--- src/rtl/core/adaptive_morse_key_decoder_macros.svh ---
// Assertion macros shared by the decoder RTL.
`ifndef ADAPTIVE_MORSE_KEY_DECODER_MACROS_SVH
`define ADAPTIVE_MORSE_KEY_DECODER_MACROS_SVH

// Checks that the consequent holds in the same cycle as the antecedent.
`define AMKD_ASSERT_SAME(label, ante, cons, msg) \
  label: assert property (@(posedge clk) disable iff (!rst_n) (ante) |-> (cons)) \
    else $error(msg);

// Checks that the consequent holds in the cycle after the antecedent.
`define AMKD_ASSERT_NEXT(label, ante, cons, msg) \
  label: assert property (@(posedge clk) disable iff (!rst_n) (ante) |=> (cons)) \
    else $error(msg);

`endif

--- src/rtl/core/amkd_pkg.sv ---
package amkd_pkg;

  localparam int MAX_SYMBOLS   = 8;
  localparam int TABLE_ENTRIES = 36;
  localparam int ROM_SIZE      = 36;

  localparam int CNT_W  = 20;
  localparam int DASH_W = 16;
  localparam int PAT_W  = 8;
  localparam int LEN_W  = 4;
  localparam int CODE_W = 7;

  localparam logic [CNT_W-1:0]  COUNT_MAX  = 20'hFFFFF;
  localparam logic [DASH_W-1:0] DASH_MAX   = 16'hFFFF;
  localparam logic [DASH_W-1:0] DASH_MIN   = 16'd1;
  localparam logic [DASH_W-1:0] DASH_RESET = 16'd200;
  localparam logic [CNT_W-1:0]  SHORT_MARK = 20'd2;

  typedef struct packed {
    logic [LEN_W-1:0]  len;
    logic [PAT_W-1:0]  bits;
    logic [CODE_W-1:0] code;
  } morse_entry_t;

  typedef struct packed {
    logic              hit;
    logic [CODE_W-1:0] code;
  } lookup_t;

  // Symbol k of a pattern sits in bit k, a dash is a one.
  localparam morse_entry_t MORSE_ROM [ROM_SIZE] = '{
    '{4'd2, 8'd2,  7'h41}, '{4'd4, 8'd1,  7'h42}, '{4'd4, 8'd5,  7'h43},
    '{4'd3, 8'd1,  7'h44}, '{4'd1, 8'd0,  7'h45}, '{4'd4, 8'd4,  7'h46},
    '{4'd3, 8'd3,  7'h47}, '{4'd4, 8'd0,  7'h48}, '{4'd2, 8'd0,  7'h49},
    '{4'd4, 8'd14, 7'h4A}, '{4'd3, 8'd5,  7'h4B}, '{4'd4, 8'd2,  7'h4C},
    '{4'd2, 8'd3,  7'h4D}, '{4'd2, 8'd1,  7'h4E}, '{4'd3, 8'd7,  7'h4F},
    '{4'd4, 8'd6,  7'h50}, '{4'd4, 8'd11, 7'h51}, '{4'd3, 8'd2,  7'h52},
    '{4'd3, 8'd0,  7'h53}, '{4'd1, 8'd1,  7'h54}, '{4'd3, 8'd4,  7'h55},
    '{4'd4, 8'd8,  7'h56}, '{4'd3, 8'd6,  7'h57}, '{4'd4, 8'd9,  7'h58},
    '{4'd4, 8'd13, 7'h59}, '{4'd4, 8'd3,  7'h5A},
    '{4'd5, 8'd31, 7'h30}, '{4'd5, 8'd30, 7'h31}, '{4'd5, 8'd28, 7'h32},
    '{4'd5, 8'd24, 7'h33}, '{4'd5, 8'd16, 7'h34}, '{4'd5, 8'd0,  7'h35},
    '{4'd5, 8'd1,  7'h36}, '{4'd5, 8'd3,  7'h37}, '{4'd5, 8'd7,  7'h38},
    '{4'd5, 8'd15, 7'h39}
  };

  function automatic lookup_t morse_lookup(input logic [LEN_W-1:0] len,
                                           input logic [PAT_W-1:0] bits);
    lookup_t res;
    res = '0;
    for (int i = ROM_SIZE - 1; i >= 0; i--) begin
      if (i < TABLE_ENTRIES && MORSE_ROM[i].len == len && MORSE_ROM[i].bits == bits) begin
        res.hit  = 1'b1;
        res.code = MORSE_ROM[i].code;
      end
    end
    return res;
  endfunction

endpackage

--- src/rtl/core/adaptive_morse_key_decoder.sv ---
// Adaptive Morse key decoder: one key sample per tick in, one result per tick out, while out_stall is low.
// A transferred sample is held in the input register, and its result is offered from the result register.
// Throughput: one transfer per cycle while out_stall is low; the decode and state update sit
// between the input register and the result register, so the state loop sets the rate.
// Reset (synchronous, rst_n low): counters and pattern clear, dash length returns to 200.
`include "adaptive_morse_key_decoder_macros.svh"

module adaptive_morse_key_decoder (
  input  logic                        clk,
  input  logic                        rst_n,
  input  logic                        in_valid,
  output logic                        in_stall,
  input  logic                        in_key_down,
  output logic                        out_valid,
  input  logic                        out_stall,
  output logic                        out_tone_on,
  output logic                        out_char_valid,
  output logic [amkd_pkg::CODE_W-1:0] out_char_code,
  input  logic                        cfg_valid,
  output logic                        cfg_ready,
  input  logic [amkd_pkg::DASH_W-1:0] cfg_initial_dash_ticks
);

  localparam int W22 = 22;
  localparam int W26 = 26;

  logic                        s1_vld_r;
  logic                        s1_key_r;
  logic                        out_vld_r;
  logic                        out_tone_r;
  logic                        out_cv_r;
  logic [amkd_pkg::CODE_W-1:0] out_code_r;

  logic                        key_before_r;
  logic [amkd_pkg::CNT_W-1:0]  mark_r, mark_nxt;
  logic [amkd_pkg::CNT_W-1:0]  gap_r, gap_nxt;
  logic [amkd_pkg::DASH_W-1:0] dash_r, dash_nxt;
  logic [amkd_pkg::PAT_W-1:0]  pat_r, pat_nxt;
  logic [amkd_pkg::LEN_W-1:0]  cnt_r, cnt_nxt;
  logic                        ovf_r, ovf_nxt;

  logic                        adv, fire, accept;
  logic                        press, release_k;
  logic [amkd_pkg::CNT_W-1:0]  gap_inc, mark_t;
  logic [W26-1:0]              gap40, dash39, t57, dash40;
  logic [W22-1:0]              t3, dash_w;
  logic [amkd_pkg::CNT_W-1:0]  dash10, dash_c;
  logic                        end_pat, is_dash, long_mark, char_vld;
  amkd_pkg::lookup_t           lk;
  logic [amkd_pkg::DASH_W-1:0] cfg_dash;

  assign adv      = !out_vld_r || !out_stall;
  assign fire     = s1_vld_r && adv;
  assign in_stall = s1_vld_r && !adv;
  assign accept   = in_valid && !in_stall;
  assign cfg_ready = 1'b1;
  assign cfg_dash = (cfg_initial_dash_ticks == '0) ? amkd_pkg::DASH_MIN
                                                   : cfg_initial_dash_ticks;

  always_comb begin
    press     = s1_key_r && !key_before_r;
    release_k = !s1_key_r && key_before_r;
    gap_inc   = (gap_r == amkd_pkg::COUNT_MAX) ? gap_r : gap_r + 20'd1;
    mark_t    = press ? '0 :
                ((mark_r == amkd_pkg::COUNT_MAX) ? mark_r : mark_r + 20'd1);

    dash_w = W22'(dash_r);
    dash_c = amkd_pkg::CNT_W'(dash_r);
    gap40  = (W26'(gap_inc) << 5) + (W26'(gap_inc) << 3);
    dash39 = (W26'(dash_r) << 5) + (W26'(dash_r) << 2) + (W26'(dash_r) << 1) + W26'(dash_r);
    dash10 = (dash_c << 3) + (dash_c << 1);
    t3     = W22'(mark_t) + (W22'(mark_t) << 1);
    t57    = (W26'(mark_t) << 5) + (W26'(mark_t) << 4) + (W26'(mark_t) << 3) + W26'(mark_t);
    dash40 = (W26'(dash_r) << 5) + (W26'(dash_r) << 3);

    end_pat = (cnt_r != '0) &&
              ((press && (gap40 > dash39)) ||
               (!press && !release_k && (gap_inc > dash10)));
    lk       = amkd_pkg::morse_lookup(cnt_r, pat_r);
    char_vld = end_pat && !ovf_r && lk.hit;

    long_mark = mark_t > amkd_pkg::SHORT_MARK;
    if (t3 <= dash_w) begin
      is_dash = 1'b0;
    end else if (mark_t > dash_c) begin
      is_dash = 1'b1;
    end else begin
      is_dash = t57 > dash40;
    end

    mark_nxt = mark_t;
    gap_nxt  = release_k ? '0 : gap_inc;
    dash_nxt = dash_r;
    pat_nxt  = pat_r;
    cnt_nxt  = cnt_r;
    ovf_nxt  = ovf_r;

    if (end_pat) begin
      pat_nxt = '0;
      cnt_nxt = '0;
      ovf_nxt = 1'b0;
    end

    if (release_k && long_mark) begin
      if (is_dash) begin
        if (mark_t > dash_c && dash_r != amkd_pkg::DASH_MAX) begin
          dash_nxt = dash_r + 16'd1;
        end else if (mark_t < dash_c && dash_r != amkd_pkg::DASH_MIN) begin
          dash_nxt = dash_r - 16'd1;
        end
      end else begin
        if (t3 > dash_w && dash_r != amkd_pkg::DASH_MAX) begin
          dash_nxt = dash_r + 16'd1;
        end else if (t3 < dash_w && dash_r != amkd_pkg::DASH_MIN) begin
          dash_nxt = dash_r - 16'd1;
        end
      end
      if (cnt_r < amkd_pkg::LEN_W'(amkd_pkg::MAX_SYMBOLS)) begin
        pat_nxt = pat_r | (amkd_pkg::PAT_W'(is_dash) << cnt_r[amkd_pkg::LEN_W-2:0]);
        cnt_nxt = cnt_r + 4'd1;
      end else begin
        ovf_nxt = 1'b1;
      end
    end
  end

  always_ff @(posedge clk) begin
    if (!rst_n) begin
      s1_vld_r     <= 1'b0;
      out_vld_r    <= 1'b0;
      key_before_r <= 1'b0;
      mark_r       <= '0;
      gap_r        <= '0;
      dash_r       <= amkd_pkg::DASH_RESET;
      pat_r        <= '0;
      cnt_r        <= '0;
      ovf_r        <= 1'b0;
    end else begin
      if (accept) begin
        s1_vld_r <= 1'b1;
      end else if (fire) begin
        s1_vld_r <= 1'b0;
      end
      if (fire) begin
        out_vld_r <= 1'b1;
      end else if (!out_stall) begin
        out_vld_r <= 1'b0;
      end
      if (fire) begin
        key_before_r <= s1_key_r;
        mark_r       <= mark_nxt;
        gap_r        <= gap_nxt;
        pat_r        <= pat_nxt;
        cnt_r        <= cnt_nxt;
        ovf_r        <= ovf_nxt;
      end
      if (cfg_valid) begin
        dash_r <= cfg_dash;
      end else if (fire) begin
        dash_r <= dash_nxt;
      end
    end
  end

  always_ff @(posedge clk) begin
    if (accept) begin
      s1_key_r <= in_key_down;
    end
    if (fire) begin
      out_tone_r <= s1_key_r;
      out_cv_r   <= char_vld;
      out_code_r <= char_vld ? lk.code : '0;
    end
  end

  assign out_valid      = out_vld_r;
  assign out_tone_on    = out_tone_r;
  assign out_char_valid = out_cv_r;
  assign out_char_code  = out_code_r;

  `AMKD_ASSERT_SAME(a_dash_nonzero, 1'b1, dash_r != '0, "dash length reached zero")
  `AMKD_ASSERT_SAME(a_count_bound, 1'b1,
    cnt_r <= amkd_pkg::LEN_W'(amkd_pkg::MAX_SYMBOLS), "pattern count out of range")
  `AMKD_ASSERT_SAME(a_ovf_full, ovf_r,
    cnt_r == amkd_pkg::LEN_W'(amkd_pkg::MAX_SYMBOLS), "overflow set on a partial pattern")
  `AMKD_ASSERT_NEXT(a_code_zero, fire && !char_vld,
    out_char_code == '0, "character code not cleared without a character")

endmodule
--- config.mk ---
export PLATFORM = sky130hd
export DESIGN_NAME = adaptive_morse_key_decoder
export DESIGN_NICKNAME = d
export VERILOG_FILES = /design/src/rtl/core/amkd_pkg.sv /design/src/rtl/core/adaptive_morse_key_decoder.sv
export VERILOG_INCLUDE_DIRS = /design/src /design/src/rtl/core
export SDC_FILE = /design/constraint.sdc
export NUM_CORES = 1
export LEC_CHECK = 0
export ABC_AREA = 1
export ABC_CLOCK_PERIOD_IN_PS = 6850
export BUFFER_PORTS_ARGS = -buffer_cell sky130_fd_sc_hd__buf_2
export CELL_PAD_IN_SITES_DETAIL_PLACEMENT = 1
export CELL_PAD_IN_SITES_GLOBAL_PLACEMENT = 1
export CORE_MARGIN = 4
export CORE_UTILIZATION = 42
export DETAILED_ROUTE_END_ITERATION = 8
export PLACE_DENSITY_LB_ADDON = 0.12
export RECOVER_POWER = 25
export SYNTH_ARGS = -nofsm -noshare
export SYNTH_HDL_FRONTEND = slang
export SYNTH_SLANG_ARGS = --single-unit
--- constraint.sdc ---
create_clock -name clk -period 6.85 [get_ports clk]
set_input_delay 0.685 -clock clk [delete_from_list [all_inputs] [get_ports clk]]
set_output_delay 0.685 -clock clk [all_outputs]
set_load 0.05 [all_outputs]
==> out/qor_table.md, run 1 <==
| Result | Reported | Unit |
|---|---|---|
| Outcome | finished, final reports clean | - |
| Most common flop cell mapped by yosys | dfxtp_1 | - |
| Worst hold path class | register to register | - |
| CP Data Required Time | 7.15 | ns |
| Setup Slack @ Placement | -0.223 | ns |
| Reg-to-reg startpoint | mark_r[1] | - |
| Uppermost routed layer | met4 | - |
| Kind of capture point of the worst setup path | register | - |
| GRT Util Overall | 27.0 | % |
| Vias in the first global route | 15859 | - |
| I/O pin total | 34 | - |
| Cell at the slowest stage of the critical path | fa_1 | - |
| EDFF count, synth | 10 | - |
| Post-synthesis cell count | 2276 | - |
| Die area | 38200 | um^2 |
| VDD IR-drop max | 0.211 | mV |
| Num CTS Buffers | 9 | - |
| CTS tree | yes | - |
| Hold buffer count at CTS | 0 | - |
| Synth area leader | ha_1 | - |
| Max clock buf depth | 2 | - |
| Ratio of final minimum period to clock period | 93.4 | % |
| Number of warnings reported in the yosys synthesis log | 0 | - |
| Post-layout net count | 2659 | - |
| Number of max-slew violations in the final report | 0 | - |
| Vias per std cell | 5.51 | - |
| Wire length of the first global-routing pass | 84500 | um |
| Min-Delay Path Depth | 2 | - |
| Overall routed net length | 52800 | um |
| Delay of the slowest cell on the worst path | 0.56 | ns |
| Number of input and output port buffers inserted | 32 | - |
| Most instantiated cells after synthesis | 631 x nand2_1, 278 x inv_1, 221 x ha_1, 205 x nor2_1, 188 x a21oi_1 | - |
| Fraction of registers with async set/reset | 0 | % |
| Gr ovfl total | 0 | - |
| Highest Clock Rate | 156 | MHz |
| Library cell with the highest instance count after synthesis | nand2_1 | - |
| Insertion delay to the later sink of the worst-skew pair | 0.38 | ns |
| Final cell area excluding filler cells | 16400 | um^2 |
| Number of vias in the routed layout | 15478 | - |
| Fraction of layout instances using a drive strength above 1 | 7.99 | % |
| Total inserted antenna cells | 0 | - |
| Power after layout | 0.00359 | W |
| Final worst slack | 0.455 | ns |
| Placement Cell Area | 15800 | um^2 |
| Hold-critical path endpoint | pat_r[7] | - |
| Relative max-transition margin | 35.3 | % |
| Number of endpoints with negative hold slack in the final report | 0 | - |
| Part of the Yosys area used for sequential elements | 11.8 | % |
| Synth unique cells | 55 | - |
| Met1 WL | 25100 | um |
| Top cell type's share of synthesized area | 18.7 | % |
| Biggest area contributors in the synthesized netlist | ha_1 19%, nand2_1 16%, dfxtp_1 9.8%, fa_1 8.9%, inv_1 7.1% | - |
| Synthesis-stage register bit count | 82 | - |
| Placer Congestion | 0.915 | - |
| R2r setup slk | 0.46 | ns |
| Count of standard-cell rows | 68 | - |
| Clock tree sinks | 82 | - |
| HPWL reported at the end of detailed placement | 42700 | um |
| Remaining design rule violation count | 0 | - |
| Startpoint of the tightest hold check path | pat_r[7] | - |
| CP Launch Type | register | - |
| Maximum number of pins on one net before global-route repair | 56 | - |
| Maxcap violations | 0 | - |
| Starting density of the core | 42.7 | % |
| Die boundary width | 196 | um |
| Final-layout worst hold slack | 0.458 | ns |
| Clock-pin slew on the worst setup and hold paths | 0.07 | ns |
| Placed Cells | 2779 | - |
| R2R cell count | 42 | - |
| Non-filler cells in the finished layout | 2809 | - |
| 1st-pass router iterations | 7 | - |
| Clk Tree Root Cell | clkbuf_16 | - |
| 1st-iter DRT viols | 952 | - |
| Total met2 wirelength after detailed routing | 24700 | um |
| Path type of the worst setup path | register to register | - |
| Mean Syn Cell Area | 6.49 | um^2 |
| Transition time of the tightest slew-check pin | 0.963 | ns |
| Detailed-routed wire length on met3 | 1900 | um |
| Largest driver fanout on the critical path | 8 | - |
| Core outline area | 34600 | um^2 |
| Capture instance of the worst register-to-register path | dash_r[8] | - |
| Area growth from synthesis to final layout | 10.9 | % |
| Initial antenna violation count | 0 | - |
| H-tree depth reported by CTS | 3 | - |
| Count of final setup violators | 0 | - |
| DR WL/cell | 18.8 | um |
| Power density of the placed cells | 219 | nW/um^2 |
| Final critical path time including I/O delays and setup | 6.39 | ns |
| Most common cell on crit path | nand2_1 | - |
| Data arrival time of the critical path | 6.70 | ns |
| Post-route ant nets | 0 | - |
| Post-synthesis cell area | 14800 | um^2 |
| P_leak | 8.52 | nW |
| Mapped Nets | 2585 | - |
| Max Clock Skew | 0.0122 | ns |
| Floorplan die height | 196 | um |
power by group:
group	internal [W]	switching (W)
logic	0.000906	0.00157
clock network	0.000303	0.000236
registers	0.000514	0.0000649
total	0.00172	0.00187
layout by cell type, fill, tap and decap left out, types with 35 or more instances in the layout:
cell type | Yosys | layout
nor2_1 | 205 | 195
nand4_1 | 44 | 44
inv_1 | 278 | 269
ha_1 | 221 | 215
xnor2_1 | 35 | 35
fa_1 | 66 | 66
nand3_1 | 151 | 150
a21oi_1 | 188 | 183
o21ai_0 | 85 | 75
xor2_1 | 87 | 87
dfxtp_1 | 72 | 68
nor3_1 | 43 | 40
nand2_1 | 631 | 628
buf_4 | 4 | 66
through the flow:
| step | utilization, % | TNS (ns) |
|---|---|---|
| finish | 47.3 | 0 |
| global route | 47.3 | -0.167 |
| CTS | 46.7 | 0 |
| detailed placement | 45.5 | -1.95 |
| global placement | 45.5 | 0 |
| floorplan | - | 0 |
worst max-delay path: cells and delay by family (launching register included):
kind / cells / cell delay, ns
AOI/OAI and AO/OA: 6 / 0.89
and+or+nand+nor: 24 / 2.60
DFF: 1 / 0.35
buffers and inverters: 6 / 0.58
xor gates and xnor gates: 1 / 0.16
adders and majority gates: 5 / 1.70
timing repair:
item / in CTS / in global routing
buffers inserted: 3 / 9
resized for setup: 13 / 52
pin swaps: 3 / 17
endpoints found under the setup margin: 19 / 24
cloned: 3 / 0
layer usage:
layer / track usage, % / vias to the layer above
li1: - / 7623
met1: 37.6 / 7534
met2: 45.0 / 269
met3: 2.90 / 52
met4: 6.39 / 0
met5: 0 / -
sequential cells by signal, summed over array words and instances, names as in the netlist, 4 cells and up:
signal,count
cnt_r,4
dash_r,16
out_char_code,7
mark_r,20
gap_r,20
pat_r,8
cells by family after synthesis:
logic type | Yosys count | synth area share [%]
AND/OR/NAND/NOR | 1128 | 32.7
buffers and inverters | 329 | 8.60
AO/OA/AOI/OAI | 327 | 12.0
adder cells (fa/ha/maj) | 287 | 27.7
XOR/XNOR | 122 | 7.23
flip-flops | 82 | 11.8
other | 1 | 0.0254
cell type report:
| type | instances | area (um^2) |
|---|---|---|
| inverter | 288 | 1090 |
| tap | 455 | 569 |
| fill | 4658 | 18200 |
| multi-input combinational | 1867 | 12000 |
| clock buffer | 12 | 256 |
| timing repair buffer | 101 | 694 |
| clock inverter | 3 | 46.3 |
| timing repair inverter | 1 | 7.51 |
| sequential | 82 | 1750 |
worst max path at each step:
stage	start	to	slack (ns)	cells past startpoint
2_1_floorplan	mark_r[0]	dash_r[3]	0.14	44
3_3_place_gp	mark_r[0]	dash_r[6]	0.11	44
3_5_place_dp	mark_r[0]	dash_r[6]	-0.22	40
4_1_cts	mark_r[0]	dash_r[6]	0.002	46
5_1_grt	mark_r[4]	dash_r[9]	-0.06	39
6_report	mark_r[1]	dash_r[8]	0.46	42
Power figures use the tool's default switching activity.
==> inputs of run 2 (changes only) <==
--- a/config.mk
+++ b/config.mk
@@ -8,12 +8,12 @@
 export LEC_CHECK = 0
 export ABC_AREA = 1
 export ABC_CLOCK_PERIOD_IN_PS = 6850
-export BUFFER_PORTS_ARGS = -buffer_cell sky130_fd_sc_hd__buf_2
 export CELL_PAD_IN_SITES_DETAIL_PLACEMENT = 1
 export CELL_PAD_IN_SITES_GLOBAL_PLACEMENT = 1
 export CORE_MARGIN = 4
-export CORE_UTILIZATION = 42
+export CORE_UTILIZATION = 44
 export DETAILED_ROUTE_END_ITERATION = 8
+export DONT_BUFFER_PORTS = 1
 export PLACE_DENSITY_LB_ADDON = 0.12
 export RECOVER_POWER = 25
 export SYNTH_ARGS = -nofsm -noshare
==> out/qor_table.md, run 2 (synthesized netlist as in run 1, its figures left out) <==
| Result | Reported | Unit | Change |
|---|---|---|---|
| Worst hold path class | primary input to register | - |  |
| Final cell area excluding filler cells | 16200 | um^2 | -1.4% |
| Ratio of final minimum period to clock period | 95.1 | % | +1.8 points |
| Number of endpoints with negative hold slack in the final report | 0 | - | unchanged |
| GRT Util Overall | 28.2 | % | +1.2 points |
| Non-filler cells in the finished layout | 2764 | - | -1.6% |
| Num CTS Buffers | 9 | - | unchanged |
| Floorplan die height | 191 | um | -2.2% |
| Largest registers in the final layout | gap_r (20), mark_r (20), dash_r (16) | - |  |
| VDD IR-drop max | 0.216 | mV | +2.6% |
| Transition time of the tightest slew-check pin | 0.992 | ns | +0.0287 ns |
| Worst setup path startpoint | mark_r[0] | - |  |
| 1st-iter DRT viols | 817 | - | -14% |
| DR WL/cell | 18.8 | um | +0.20% |
| Startpoint of the tightest hold check path | in_key_down | - |  |
| Vias in the first global route | 15677 | - | -1.1% |
| Initial antenna violation count | 2 | - | +2 |
| CP Launch Type | register | - |  |
| Data arrival time of the critical path | 6.81 | ns | +0.11 ns |
| Most common cell on crit path | nand2_1 | - |  |
| Delay of the slowest cell on the worst path | 0.58 | ns | +0.02 ns |
| Wire length of the first global-routing pass | 82600 | um | -2.3% |
| Max clock buf depth | 2 | - | unchanged |
| Largest driver fanout on the critical path | 7 | - | -1 |
| Setup tns final | 0 | ns | unchanged |
| Maximum number of pins on one net before global-route repair | 56 | - | unchanged |
| Die boundary width | 191 | um | -2.2% |
| CP Data Required Time | 7.15 | ns | about the same |
| Final worst slack | 0.335 | ns | -0.120 ns |
| Placed Cells | 2733 | - | -1.7% |
| Fraction of layout instances using a drive strength above 1 | 6.76 | % | -1.2 points |
| Path type of the worst setup path | register to register | - |  |
| Cell at the slowest stage of the critical path | fa_1 | - |  |
| Placement Cell Area | 15600 | um^2 | -1.2% |
| Highest Clock Rate | 153 | MHz | -1.8% |
| Number of max-slew violations in the final report | 0 | - | unchanged |
| Remaining design rule violation count | 0 | - | unchanged |
| R2r setup slk | 0.34 | ns | -0.12 ns |
| H-tree depth reported by CTS | 3 | - | unchanged |
| Relative max-transition margin | 33.6 | % | -1.7 points |
| Die area | 36600 | um^2 | -4.4% |
| Core outline area | 32900 | um^2 | -5.1% |
| 1st-pass router iterations | 5 | - | -2 |
| Overall routed net length | 52000 | um | -1.4% |
| Power density of the placed cells | 223 | nW/um^2 | +1.8% |
| Post-route ant nets | 0 | - | unchanged |
| Outcome | finished, final reports clean | - |  |
| Highest-count cells in the layout ignoring fill and taps | 630 x nand2_1, 270 x inv_1, 216 x ha_1 | - |  |
| Hold buffer count at CTS | 0 | - | unchanged |
| Most common cell after layout, fill and taps aside | nand2_1 | - |  |
| HPWL reported at the end of detailed placement | 42700 | um | about the same |
| Max Clock Skew | 0.00917 | ns | -0.00305 ns |
| Clock-pin slew on the worst setup and hold paths | 0.07 | ns | about the same |
| I/O pin total | 34 | - | unchanged |
| Capture instance of the worst register-to-register path | dash_r[8] | - |  |
| Setup Slack @ Placement | -0.142 | ns | +0.0806 ns |
| Number of input and output port buffers inserted | 0 | - | -100% |
| Gr ovfl total | 0 | - | unchanged |
| Hold-critical path endpoint | s1_key_r | - |  |
| Final critical path time including I/O delays and setup | 6.51 | ns | +0.120 ns |
| Clock tree sinks | 82 | - | unchanged |
| Maxcap violations | 0 | - | unchanged |
| Count of standard-cell rows | 66 | - | -2.9% |
| Placer Congestion | 0.942 | - | +3.0% |
| Min-Delay Path Depth | 0 | - | -2 |
| Vias per std cell | 5.53 | - | +0.33% |
| CTS tree | yes | - |  |
| Area growth from synthesis to final layout | 9.40 | % |  |
| Reg-to-reg startpoint | mark_r[0] | - |  |
| Kind of capture point of the worst setup path | register | - |  |
| Starting density of the core | 45.0 | % | +2.3 points |
| Total inserted antenna cells | 0 | - | unchanged |
| R2R cell count | 38 | - | -9.5% |
| Clk Tree Root Cell | clkbuf_16 | - |  |
| Number of vias in the routed layout | 15280 | - | -1.3% |
| Post-layout net count | 2626 | - | -1.2% |
| P_leak | 8.43 | nW | -1.0% |
| Count of final setup violators | 0 | - | unchanged |
| Insertion delay to the later sink of the worst-skew pair | 0.38 | ns | about the same |
[run 2: worst max-delay path by stage]
stage	to	depth (start not counted)
after floorplan	dash_r[3]	44
after global placement	dash_r[5]	46
after detailed placement	dash_r[15]	42
after CTS	dash_r[5]	43
after global routing	dash_r[9]	48
final	dash_r[8]	38
[run 2: cell type report]
class,count,area [um^2]
Clock buffer,9,225
Clock inverter,7,98.8
Fill cell,4475,16700
Inverter,288,1090
Multi-Input combinational cell,1866,11900
Sequential cell,82,1740
Tap cell,442,553
Timing Repair Buffer,70,538
[run 2: power breakdown]
group / total (W) / internal (W) / switching [W]
Clock: 0.000569 / 0.000324 / 0.000245
Sequential: 0.000590 / 0.000513 / 0.0000770
Combinational: 0.00245 / 0.000903 / 0.00155
[run 2: critical path, delay by kind of cell (launching register included)]
family / cells / cell delay [ns]
adder cells (fa/ha/maj): 6 / 2.27
XOR/XNOR: 1 / 0.22
flip-flops: 1 / 0.34
AO/OA/AOI/OAI: 5 / 1.00
buffers and inverters: 7 / 0.79
AND/OR/NAND/NOR: 19 / 1.77
[run 2: what timing repair did]
action                     CTS  global route
pin swaps                    2             7
resized for setup            5            44
setup endpoints to repair   20            24
buffers inserted             5             9
gates cloned                 1             0
[run 2: routing by layer]
metal  vias to the layer above  track usage (%)  wire (um)
li1                       7539                -          -
met1                      7406             38.7      24800
met2                       263             46.5      23700
met3                        68             3.34       2060
met4                         4             8.59       1420
met5                         -                0         26
[run 2: per-stage QoR]
step	utilization (%)	power (W)	hold WS, ns
after global routing	49.2	0.00394	0.391
after global placement	47.4	0.00283	0.439
after floorplan	-	0.00232	0.430
after CTS	48.5	0.00358	0.383
after detailed placement	47.4	0.00295	0.455
final	49.2	0.00361	0.407
==> inputs of run 3 (changes only) <==
--- a/config.mk
+++ b/config.mk
@@ -12,10 +12,10 @@
 export CELL_PAD_IN_SITES_GLOBAL_PLACEMENT = 1
 export CORE_MARGIN = 4
 export CORE_UTILIZATION = 44
+export CTS_BUF_LIST = sky130_fd_sc_hd__clkbuf_2 sky130_fd_sc_hd__clkbuf_4 sky130_fd_sc_hd__clkbuf_8
 export DETAILED_ROUTE_END_ITERATION = 8
 export DONT_BUFFER_PORTS = 1
 export PLACE_DENSITY_LB_ADDON = 0.12
-export RECOVER_POWER = 25
 export SYNTH_ARGS = -nofsm -noshare
 export SYNTH_HDL_FRONTEND = slang
 export SYNTH_SLANG_ARGS = --single-unit
==> out/qor_table.md, run 3 (synthesized netlist as in run 1, its figures left out) <==
| Result | Reported | Unit | Change |
|---|---|---|---|
| Final worst slack | 0.459 | ns | +0.123 ns |
| GRT Util Overall | 28.1 | % | -0.10 points |
| Number of buffers and inverters on the critical path | 7 | - | unchanged |
| Min-Delay Path Depth | 0 | - | unchanged |
| Largest registers in the final layout | gap_r (20), mark_r (20), dash_r (16) | - |  |
| Transition time of the tightest slew-check pin | 1.08 | ns | +0.0846 ns |
| Setup tns final | 0 | ns | unchanged |
| Setup Slack @ Placement | -0.142 | ns | unchanged |
| Ratio of final minimum period to clock period | 93.3 | % | -1.8 points |
| Largest driver fanout on the critical path | 10 | - | +3 |
| Post-route ant nets | 0 | - | unchanged |
| 1st-pass router iterations | 5 | - | unchanged |
| CP Data Required Time | 7.17 | ns | +0.02 ns |
| Starting density of the core | 45.0 | % | unchanged |
| Count of final setup violators | 0 | - | unchanged |
| Final-layout worst hold slack | 0.360 | ns | -0.0474 ns |
| Number of endpoints with negative hold slack in the final report | 0 | - | unchanged |
| Maxcap violations | 0 | - | unchanged |
| Gr ovfl total | 0 | - | unchanged |
| P_leak | 8.37 | nW | -0.74% |
| Delay of the slowest cell on the worst path | 0.59 | ns | about the same |
| HPWL reported at the end of detailed placement | 42700 | um | unchanged |
| Core outline area | 32900 | um^2 | unchanged |
| Floorplan die height | 191 | um | unchanged |
| Relative max-transition margin | 27.6 | % | -6.1 points |
| 1st-iter DRT viols | 902 | - | +10% |
| Number of filler cells placed in the layout | 4494 | - | +0.42% |
| Initial antenna violation count | 2 | - | unchanged |
| Power density of the placed cells | 216 | nW/um^2 | -3.2% |
| Insertion delay to the later sink of the worst-skew pair | 0.43 | ns | +0.05 ns |
| Cell type group with the largest total delay on the critical path | adder cells | - |  |
| Clock tree sinks | 82 | - | unchanged |
| I/O pin total | 34 | - | unchanged |
| Kind of capture point of the worst setup path | register | - |  |
| Clock-pin slew on the worst setup and hold paths | 0.10 | ns | +0.03 ns |
| Number of max-slew violations in the final report | 0 | - | unchanged |
| Die boundary width | 191 | um | unchanged |
| Die area | 36600 | um^2 | unchanged |
| CP Launch Type | register | - |  |
| Data arrival time of the critical path | 6.71 | ns | -0.10 ns |
| Final critical path time including I/O delays and setup | 6.39 | ns | -0.123 ns |
| Fraction of layout instances using a drive strength above 1 | 6.81 | % | +0.046 points |
| Vias in the first global route | 15668 | - | -0.057% |
| Hold buffer count at CTS | 0 | - | unchanged |
| Outcome | finished, final reports clean | - |  |
| Path type of the worst setup path | register to register | - |  |
| Wire length of the first global-routing pass | 82200 | um | -0.40% |
| Overall routed net length | 51600 | um | -0.83% |
| Num CTS Buffers | 9 | - | unchanged |
| Number of vias in the routed layout | 15261 | - | -0.12% |
| H-tree depth reported by CTS | 3 | - | unchanged |
| Most common cell after layout, fill and taps aside | nand2_1 | - |  |
| Remaining design rule violation count | 0 | - | unchanged |
| Cell at the slowest stage of the critical path | fa_1 | - |  |
| Max clock buf depth | 2 | - | unchanged |
| Worst hold path class | primary input to register | - |  |
| Cell count along the critical path | 38 | - | unchanged |
| Highest-count cells in the layout ignoring fill and taps | 630 x nand2_1, 269 x inv_1, 215 x ha_1 | - |  |
| Most common cell on crit path | nand2_1 | - |  |
| Clk Tree Root Cell | clkbuf_8 | - |  |
| VDD IR-drop max | 0.215 | mV | -0.35% |
| CTS tree | yes | - |  |
| Placer Congestion | 0.942 | - | unchanged |
| Power after layout | 0.00347 | W | -3.9% |
| Vias per std cell | 5.52 | - | -0.12% |
| Number of input and output port buffers inserted | 0 | - | unchanged |
| Max Clock Skew | 0.0152 | ns | +0.00603 ns |
| DR WL/cell | 18.7 | um | -0.83% |
| Area growth from synthesis to final layout | 8.55 | % |  |
| Count of standard-cell rows | 66 | - | unchanged |
| R2r setup slk | 0.46 | ns | +0.12 ns |
| Highest Clock Rate | 156 | MHz | +1.9% |
| R2R cell count | 38 | - | unchanged |
| Maximum number of pins on one net before global-route repair | 56 | - | unchanged |
| Post-layout net count | 2625 | - | -0.038% |
run 3: cell count changes in the layout (fill, tap and decap cells not counted), sizes merged:
cell   before  now
diode       0    1
buf        70   69
run 3: area by class of cell:
cell class	count	area [um^2]	area share, %
diodes	1	2.50	0.0156
clock buffers	9	124	0.772
clock inverters	7	98.8	0.616
inverters	288	1090	6.78
multi-input cells	1866	11900	74.3
flip-flops and latches	82	1740	10.9
well taps	442	553	3.45
repair buffers	69	518	3.23
run 3: per-stage QoR:
step           utilization, %  instances  area [um^2]
3_5_place_dp             47.4       2733        15600
5_1_grt                  48.8       2763        16000
4_1_cts                  48.2       2755        15900
3_3_place_gp             47.4       2733        15600
6_report                 48.8       2764        16000
2_1_floorplan               -       2276        14800
run 3: layer usage:
layer	global-route usage [%]	part of all wire [%]	vias up
li1	-	-	7547
met1	38.6	48	7358
met2	46.1	45	284
met3	3.40	4.3	70
met4	8.81	3.0	2
met5	0	0.023	-
run 3: repair_timing:
action / 4_1_cts / 5_1_grt
setup buffers: 5 / 8
cloned: 1 / 0
pin swaps: 2 / 6
resized for setup: 5 / 44
endpoints found under the setup margin: 20 / 24
run 3: path summary, 6_finish.rpt:
path | end | from
min reg2reg | pat_r[7] | pat_r[7]
max | dash_r[11] | mark_r[0]
min | s1_key_r | in_key_down
max reg2reg | dash_r[11] | mark_r[0]
run 3: power breakdown:
part	internal, W	switching [W]
sequential	0.000513	0.0000771
combinational	0.000901	0.00154
clock	0.000209	0.000230
total	0.00162	0.00184
